<file path="config.mk">
export PLATFORM = sky130hd
export DESIGN_NAME = bsp_ctrl
export DESIGN_NICKNAME = d
export VERILOG_FILES = /design/src/hdl/bsp_pkg.sv /design/src/hdl/bsp_ctrl.sv
export SDC_FILE = /design/constraint.sdc
export NUM_CORES = 1
export LEC_CHECK = 0
export BUFFER_PORTS_ARGS = -buffer_cell sky130_fd_sc_hd__buf_2
export CAP_MARGIN = 10
export CORE_ASPECT_RATIO = 0.7
export CORE_UTILIZATION = 45
export DETAILED_ROUTE_END_ITERATION = 12
export GPL_ROUTABILITY_DRIVEN = 0
export MAX_ROUTING_LAYER = met4
export PLACE_DENSITY = 0.73
export SYNTH_ARGS = -nofsm -noshare
export SYNTH_HDL_FRONTEND = slang
export SYNTH_SLANG_ARGS = --single-unit
</file>
<file path="constraint.sdc">
create_clock -name i_clk -period 3.49 [get_ports i_clk]
set_input_delay 0.1745 -clock i_clk [delete_from_list [all_inputs] [get_ports i_clk]]
set_output_delay 0.1745 -clock i_clk [all_outputs]
set_load 0.01 [all_outputs]
</file>
<file path="src/hdl/bsp_pkg.sv">
// bsp_pkg: shared widths, opcodes and the result record of the binary search probe counter
// no dependencies; used by every module of the block
package bsp_pkg;

    localparam int KEY_W   = 32;
    localparam int INDEX_W = 10;
    localparam int CFG_W   = 11;
    localparam int COUNT_W = 4;

    localparam logic OP_WRITE  = 1'b0;
    localparam logic OP_SEARCH = 1'b1;

    typedef struct packed {
        logic [COUNT_W-1:0] probe_count;
        logic               found;
    } t_result;

endpackage

</file>
<file path="src/hdl/bsp_ctrl.sv">
// bsp_ctrl: search sequencer, bound update from an equal and a less-than compare, and result register
// depends on bsp_pkg; drives the read port of bsp_table
module bsp_ctrl #(
    parameter int TABLE_DEPTH = 1024
) (
    input  logic                              i_clk,
    input  logic                              i_rst_n,
    input  logic                              i_start,
    input  logic signed [bsp_pkg::KEY_W-1:0]  i_key,
    input  logic [$clog2(TABLE_DEPTH+1)-1:0]  i_count,
    output logic                              o_busy,
    output logic                              o_rd_en,
    output logic [$clog2(TABLE_DEPTH)-1:0]    o_rd_addr,
    input  logic signed [bsp_pkg::KEY_W-1:0]  i_rd_data,
    output logic                              o_out_valid,
    input  logic                              i_out_stall,
    output bsp_pkg::t_result                  o_result
);

    localparam int AW = $clog2(TABLE_DEPTH);
    localparam int CW = $clog2(TABLE_DEPTH + 1);

    typedef enum logic [1:0] {
        S_IDLE,
        S_CHECK,
        S_COMPARE,
        S_FINISH
    } t_state;

    t_state                           r_state;
    logic [CW-1:0]                    r_lo;
    logic [CW-1:0]                    r_hi;
    logic [AW-1:0]                    r_mid;
    logic signed [bsp_pkg::KEY_W-1:0] r_key;
    logic [bsp_pkg::COUNT_W-1:0]      r_probes;
    logic                             r_found;
    logic                             r_out_valid;
    bsp_pkg::t_result                 r_result;

    logic [CW:0]   n_sum;
    logic [AW-1:0] n_mid;
    logic          n_nonempty;

    assign n_sum      = {1'b0, r_lo} + {1'b0, r_hi} - {{CW{1'b0}}, 1'b1};
    assign n_mid      = n_sum[AW:1];
    assign n_nonempty = r_lo < r_hi;

    assign o_rd_en   = (r_state == S_CHECK) && n_nonempty;
    assign o_rd_addr = n_mid;

    always_ff @(posedge i_clk) begin
        if (!i_rst_n) begin
            r_state     <= S_IDLE;
            r_out_valid <= 1'b0;
        end else begin
            if ((r_state == S_FINISH) && (!r_out_valid || !i_out_stall)) begin
                r_out_valid <= 1'b1;
            end else if (r_out_valid && !i_out_stall) begin
                r_out_valid <= 1'b0;
            end
            unique case (r_state)
                S_IDLE: begin
                    if (i_start) begin
                        r_lo     <= '0;
                        r_hi     <= i_count;
                        r_key    <= i_key;
                        r_probes <= '0;
                        r_found  <= 1'b0;
                        r_state  <= S_CHECK;
                    end
                end
                S_CHECK: begin
                    if (n_nonempty) begin
                        r_mid   <= n_mid;
                        r_state <= S_COMPARE;
                    end else begin
                        r_state <= S_FINISH;
                    end
                end
                S_COMPARE: begin
                    r_probes <= r_probes + 1'b1;
                    if (r_key == i_rd_data) begin
                        r_found <= 1'b1;
                        r_state <= S_FINISH;
                    end else begin
                        if (r_key < i_rd_data) begin
                            r_hi <= CW'(r_mid);
                        end else begin
                            r_lo <= CW'(r_mid) + 1'b1;
                        end
                        r_state <= S_CHECK;
                    end
                end
                S_FINISH: begin
                    if (!r_out_valid || !i_out_stall) begin
                        r_result.probe_count <= r_probes;
                        r_result.found       <= r_found;
                        r_state              <= S_IDLE;
                    end
                end
                default: begin
                    r_state <= S_IDLE;
                end
            endcase
        end
    end

    assign o_busy      = (r_state != S_IDLE);
    assign o_out_valid = r_out_valid;
    assign o_result    = r_result;

endmodule

</file>
=== After elaboration in Yosys (flattened, before gate mapping) ===
Cells that the tools add are included.

* Flip-flop bits (word level): 77
* Word-level logic and storage cells: 64
* Output and inout port bits: 18
* Bits of input ports: 79

* Muxes and demuxes: 20
* Magnitude comparators: 2
* Equality and inequality tests: 10
* Reduce and logical (&&, ||, !) cells: 18
* Add/subtract/negate cells: 4

{| class="wikitable"
|+ Operators with widths
! cell !! number
|-
| 11-bit two-way mux || 6
|-
| 11-bit one-hot mux with 2 select lines || 2
|-
| 32-bit == test || 1
|-
| 32-bit < comparator || 1
|-
| 3-bit AND reduction || 4
|-
| 10-bit by 1-bit adder with 11-bit output, second input constant || 1
|-
| 11-bit adder || 1
|-
| 11-bit < comparator || 1
|-
| 11-bit by 1-bit subtractor with 11-bit output, second input constant || 1
|-
| 2-bit != test, second input constant || 5
|-
| 5-bit AND reduction || 2
|-
| 2-bit one-hot mux with 4 select lines || 1
|-
| 4-bit one-hot mux with 2 select lines || 1
|-
| 2-bit two-way mux || 3
|-
| 2-bit nonzero test || 3
|-
| 1-bit two-way mux || 5
|-
| 4-bit by 1-bit adder with 4-bit output, second input constant || 1
|-
| 2-bit == test, second input constant || 2
|-
| 4-bit two-way mux || 1
|-
| 4-bit AND reduction || 1
|-
| 1-bit logical AND || 3
|-
| 2-bit by 1-bit == test with 1-bit output, second input constant || 1
|-
| 1-bit logical NOT || 2
|-
| 2-bit logical NOT || 1
|-
| 4 further kinds || 4
|}

=== Logic depth before layout (Yosys ltp) ===
Gate-level depths: netlist of the first run.

* Word-level depth: 4
* Mapped depth: 13
* Gate-level depth less buffers: 13

=== Least setup slack after synthesis of the first run ===
Ideal clock, no wire load.

* Path kind: reg-to-reg
* Start point: reg r_key[31] (netlist name)
* End point: reg r_lo[0] (enable)
* Setup slack: 0.860 ns
* Required time: 3.107 ns
* Library setup time: 0.383 ns
* Cell stages (with the launch flop): 9
* Path buffers: 0
* Period minus slack after synthesis: 2.630 ns
* Arrival: 2.247 ns
* Cell sequence: edfxtp_1 -> ha_1 -> nand4_1 -> or2_2 -> a211o_1 -> o211ai_1 -> a21oi_1 -> xnor2_1 -> a21oi_1

* Cells in the longest elaborated chain, start to end: 3
* Elaborated cells between the ends (all ways): 5
* Those cells by class: 1 x order compare; 3 x eq/ne; 1 x reduce/logical

{| class="wikitable"
|+ RTL lines
! item !! RTL line !! text
|-
| start, declared || bsp_ctrl.sv:34 || <nowiki>logic signed [bsp_pkg::KEY_W-1:0] r_key;</nowiki>
|-
| start signal, assigned || bsp_ctrl.sv:66 || <nowiki>r_key <= i_key;</nowiki>
|-
| 32-bit < comparator or 32-bit == test (tied branches) || bsp_ctrl.sv:86, bsp_ctrl.sv:82 ||
|-
| 2-bit != test (no line) || -- ||
|-
| 5-bit AND reduction (no line) (*) || -- ||
|-
| end signal, assigned || bsp_ctrl.sv:89 || <nowiki>r_lo <= CW'(r_mid) + 1'b1;</nowiki>
|-
| end, declared || bsp_ctrl.sv:31 || <nowiki>logic [CW-1:0] r_lo;</nowiki>
|}

Mark *: on every way between the ends. The rest lies on a longest branch, timed or not.
A chain may end at the register's enable or synchronous reset.

=== Worst setup path in the final report of the first run ===
* Start point: reg r_lo[2]
* End point: out o_rd_addr[9]

* Cells in the longest elaborated chain, start to end: 2

{| class="wikitable"
|+ RTL lines
! item !! RTL line !! text
|-
| 11-bit adder || bsp_ctrl.sv:44 || <nowiki>assign n_sum = {1'b0, r_lo} + {1'b0, r_hi} - {{CW{1'b0}}, 1'b1};</nowiki>
|-
| 11-bit by 1-bit subtractor with 11-bit output || bsp_ctrl.sv:44 ||
|-
| end, declared || bsp_ctrl.sv:13 || <nowiki>output logic [$clog2(TABLE_DEPTH)-1:0] o_rd_addr,</nowiki>
|}

No other way between the ends.

==> reports/metrics.csv, run 1 <==
metric,value,unit
pre_cts_ws,612,ps
top_usage_layer,met2,
clock_path_buffers,2,
maxSlewViolCount,0,
via_count,3118,
final_area,5340,um^2
synthTopCellsByArea,"edfxtp_1 (51%), ha_1 (18%), inv_1 (6.4%)",
p_leak,2.50,nW
wl_per_cell,14.3,um
ant_nets,0,
dieHeight,84.6,um
routed_wirelength,9.14,mm
period_needed,3230,ps
powerDensity,468,nW/um^2
skew,3.52,ps
initial_core_util,47.4,%
diodes,0,
maxSlewHeadroom,47.2,%
status,"finished, final reports clean",
fin_crit_sh,92.5,%
synth_top_area_share,50.7,%
cp_max_fo,3,
ys.warnings.count,0,
cts_setup_buffers,0,
critPathKind,reg2out,
synth_area_per_cell,10.9,um^2
avgViaCountPerCell,4.87,
io_pins,97,
final-setup-viol-count,0,
syn_nets,543,
use_met3,4.96,%
drc,0,
min_path_type,in2reg,
ys_types,38,
grt_setup_unrepaired,false,
ys_seq_elements,77,
ys_async_sr_fraction,0,%
h-tree-depth,3,
grt_use_met2,30.4,%
required,3320,ps
crit_arrival,3050,ps
fin_ws,261,ps
grt_pass1_vias,3147,
die_area,10100,um^2
clkLatencyLatePin,340,ps
clock_sinks,77,
core,9250,um^2
grt_pass1_wl,14.8,mm
die_x,120,um
grtUsageTotal,19.7,%
netlist_area,4380,um^2
synth_area_leader_cell,edfxtp_1,
start_kind,register,
worstMarginPinSlew,785,ps
max_freq,310,MHz
cts_buffers,9,
fin_nets,653,
synth_edf_count,74,
regToRegSetupSlack,750,ps
synth_cells,401,
cts-root-buf,clkbuf_16,
finalHoldViolations,0,
timing.hold.ws,9.09,ps
grt_overflow,0,
layout-drive-gt1-share,24.2,%
port_buffers,96,
grt_use_met1,25.2,%
rows,29,
cts_tree,yes,
clk_pin_slew,60,ps
synth_ff_type,edfxtp_1,
synth-seq-area-share,52.1,%
power,2.50,mW
antenna_found_initial,0,
dr.pass1.iters,4,
ir_drop,0.293,mV
setup.worst_path.end_class,output pin,
drt_iter0_drc,125,
dp_hpwl,7.16,mm
drv_cap,0,
area_growth,21.9,%
placed_area,5040,um^2
fillCellCount,806,
grt_max_degree,33,
finalSetupTns,0,ps
## cells by family (layout without fill, tap and decap cells)
group | Yosys count | in the layout | share of synthesized area, %
AND/OR/NAND/NOR | 114 | 114 | 12.1
adder cells (fa/ha/maj) | 63 | 63 | 18.2
buffers and inverters | 78 | 193 | 6.68
AO/OA/AOI/OAI | 49 | 49 | 6.99
XOR/XNOR | 20 | 20 | 4.00
flip-flops | 77 | 77 | 52.1
## worst paths after layout
check	start	to	cells after the start
worst min-delay path	i_key[3]	r_key[3]	1
worst max-delay path	r_lo[2]	o_rd_addr[9]	12
worst min register to register	r_found	o_result[0]	0
worst max register to register	r_lo[2]	r_mid[9]	11
## layout make-up
cell class | instances | area, um^2 | area share [%]
sequential | 77 | 2280 | 42.7
inverter | 75 | 282 | 5.27
clock inverter | 7 | 57.6 | 1.08
multi-input combinational | 246 | 1810 | 33.9
tap | 124 | 155 | 2.90
timing repair buffer | 102 | 531 | 9.93
clock buffer | 9 | 225 | 4.22
## state kept, by name (all words and copies together), names as in the netlist
name,count
r_mid,10
r_probes,4
r_hi,11
r_lo,11
o_result,5
r_key,32
r_found,1
r_state,2
o_out_valid,1
## through the flow
step / instances / utilization (%)
floorplan: 401 / -
global placement: 622 / 54.5
detailed placement: 622 / 54.5
CTS: 638 / 57.5
global route: 640 / 57.7
finish: 640 / 57.7
## critical path, cell delays in order (launching register included)
cell and delay, ps:
edfxtp_1 360, inv_1 60, ha_1 340, inv_1 60, ha_1 280, a21o_1 190, a21oi_2 160, o21ai_1 110
or4_1 440, a41o_1 240, a21oi_2 160, xnor2_1 150, buf_2 170
## synthesized netlist by cell type (all sizes together) (2+ instances only)
library cell / n
o21ai: 7
clkbuf: 2
dfxtp: 3
nand3: 16
or2: 4
and3: 3
edfxtp: 74
ha: 62
nand2b: 2
xor2: 9
o211ai: 3
nand4: 8
and2: 3
nor2b: 4
inv: 75
a21o: 3
nor3: 6
nor2: 19
xnor2: 11
nand2: 45
a21oi: 26
o21bai: 2
## layout by cell type, fill, tap and decap left out, drive strengths merged, types with 4 or more instances in the layout
master / count
clkbuf: 9
xnor2: 11
a21oi: 26
nand4: 8
or2: 4
nand2: 45
inv: 78
nor2: 19
edfxtp: 74
nor3: 6
xor2: 9
o21ai: 7
ha: 62
nor2b: 4
nand3: 16
buf: 100
## routing by layer
layer  wire [um]  vias to the layer above  share of wire [%]
met5           0                        -                  0
met4         158                        0                1.7
met2        4170                       71                 46
met1        4330                     1439                 47
met3         479                       14                5.2
li1            -                     1594                  -
## repair_timing
item | CTS | global route
endpoints found under the hold margin | 0 | 2
gates resized for setup | 0 | 0
hold buffers | 0 | 2
## where the power goes
group          total (mW)  leakage (nW)  internal, mW  switching, mW
combinational       0.497          1.66         0.214          0.283
sequential           1.12         0.711          1.09         0.0289
clock               0.880         0.129         0.490          0.391
total                2.50          2.50          1.80          0.702
Note: power is estimated with default switching activity, not from simulation.
==> inputs of run 2 (changes only) <==
Settings changed: HOLD_SLACK_MARGIN set to 0.12.
==> reports/metrics.csv, run 2 (same netlist as run 1, synthesis figures left out) <==
metric,value,unit
clk_pin_slew,60,ps
p_leak,2.66,nW
maxSlewViolCount,0,
maxSlewHeadroom,48.2,%
cts_tree,yes,
clkLatencyLatePin,340,ps
top_register,r_key,
antenna_found_initial,0,
reg_top3,"r_key (32), r_hi (11), r_lo (11)",
path_buf_inv,3,
crit_arrival,3060,ps
slowest_delay,440,ps
grt_max_degree,33,
crit_path_top_delay_cell,or4_1,
avgViaCountPerCell,4.85,
critPathKind,reg2out,
die_area,10100,um^2
grt_pass1_wl,15.8,mm
ir_drop,0.297,mV
critPathTopFamily,compound AO/OA/AOI/OAI gates,
rows,29,
powerDensity,443,nW/um^2
max_freq,309,MHz
cts-root-buf,clkbuf_16,
grtUsageTotal,21.0,%
drt_iter0_drc,130,
cts_buffers,9,
routed_wirelength,9.68,mm
dieHeight,84.6,um
cts_setup_buffers,0,
grt_setup_unrepaired,false,
period_needed,3230,ps
via_count,3296,
final-setup-viol-count,0,
core,9250,um^2
most-common-layout-cells,"buf_2 (96), inv_1 (75), edfxtp_1 (74)",
start_kind,register,
dr.pass1.iters,4,
grt_overflow,0,
clock_path_buffers,2,
die_x,120,um
initial_core_util,47.4,%
dp_hpwl,7.16,mm
h-tree-depth,3,
drc,0,
finalHoldViolations,0,
grt_pass1_vias,3349,
worstMarginPinSlew,771,ps
cp_max_fo,3,
required,3320,ps
fin_nets,692,
diodes,0,
drv_cap,0,
area_growth,30.8,%
port_buffers,96,
final_core_util,62.0,%
status,"finished, final reports clean",
worstPathCellList,inv_1 > ha_1 > inv_1 > ha_1 > a21o_1 > a21oi_2 > o21ai_1 > or4_1 > a41o_1 > a21oi_2 > xnor2_1 > buf_2,
io_pins,97,
wl_per_cell,14.3,um
fin_crit_sh,92.6,%
skew,3.93,ps
layout-drive-gt1-share,22.5,%
setup.worst_path.end_class,output pin,
final_common_cell,buf_2,
ant_nets,0,
clock_sinks,77,
largest_reg_flops,32,
finalSetupTns,0,ps
min_path_type,in2reg,
-- run 2: changes by cell type in the layout (fill, tap and decap cells not counted), sizes merged --
cell | previous run | this run
dlygate4sd3 | 2 | 41
-- run 2: cell type report --
cell class              count  area [um^2]
repair buffers            141          921
clock buffers               9          225
fillers                   759         3520
inverters                  75          282
clock inverters             7         57.6
flip-flops and latches     77         2280
multi-input cells         246         1810
well taps                 124          155
-- run 2: routing by layer --
metal	routed length, um	share of wire (%)	GRT usage, %	vias to the layer above
met5	0	0	-	-
met4	174	1.8	7.05	0
met3	561	5.8	5.03	17
met2	4560	47	33.4	94
met1	4380	45	26.2	1513
li1	-	-	-	1672
-- run 2: worst register-to-register path, delay by kind of cell, from the launching register on --
kind	cells	cell delay, ps
AO/OA/AOI/OAI	5	860
adder cells (fa/ha/maj)	2	620
AND/OR/NAND/NOR	1	440
flip-flops	1	360
buffers and inverters	2	120
XOR/XNOR	1	90
-- run 2: final timing paths --
path | start | to | slack [ps] | cells past startpoint
setup / recovery | r_lo[2] | o_rd_addr[9] | 260 | 12
hold / removal | i_count[9] | r_hi[9] | 130 | 3
hold reg to reg | r_found | o_result[0] | 430 | 0
setup reg to reg | r_lo[2] | r_mid[9] | 750 | 11
-- run 2: stage by stage --
| step | std cells | total power, mW | setup slack [ps] | instance area (um^2) | hold slack [ps] |
|---|---|---|---|---|---|
| final | 679 | 2.54 | 258 | 5730 | 130 |
| after global placement | 622 | 1.62 | 685 | 5040 | 352 |
| after floorplan | 401 | 1.44 | 860 | 4380 | 273 |
| after global routing | 679 | 2.65 | 109 | 5730 | 138 |
| after CTS | 679 | 2.55 | 250 | 5730 | 123 |
| after detailed placement | 622 | 1.64 | 612 | 5040 | 353 |
-- run 2: power breakdown --
| group | switching, mW | leakage, nW | internal, mW |
|---|---|---|---|
| clock | 0.392 | 0.129 | 0.490 |
| combinational | 0.292 | 1.82 | 0.243 |
| sequential | 0.0296 | 0.711 | 1.09 |
| total | 0.713 | 2.66 | 1.82 |
-- run 2: timing repair --
| action | CTS | global route |
|---|---|---|
| gates resized for setup | 0 | 0 |
| hold endpoints to repair | 41 | 0 |
| hold buffers | 41 | 0 |
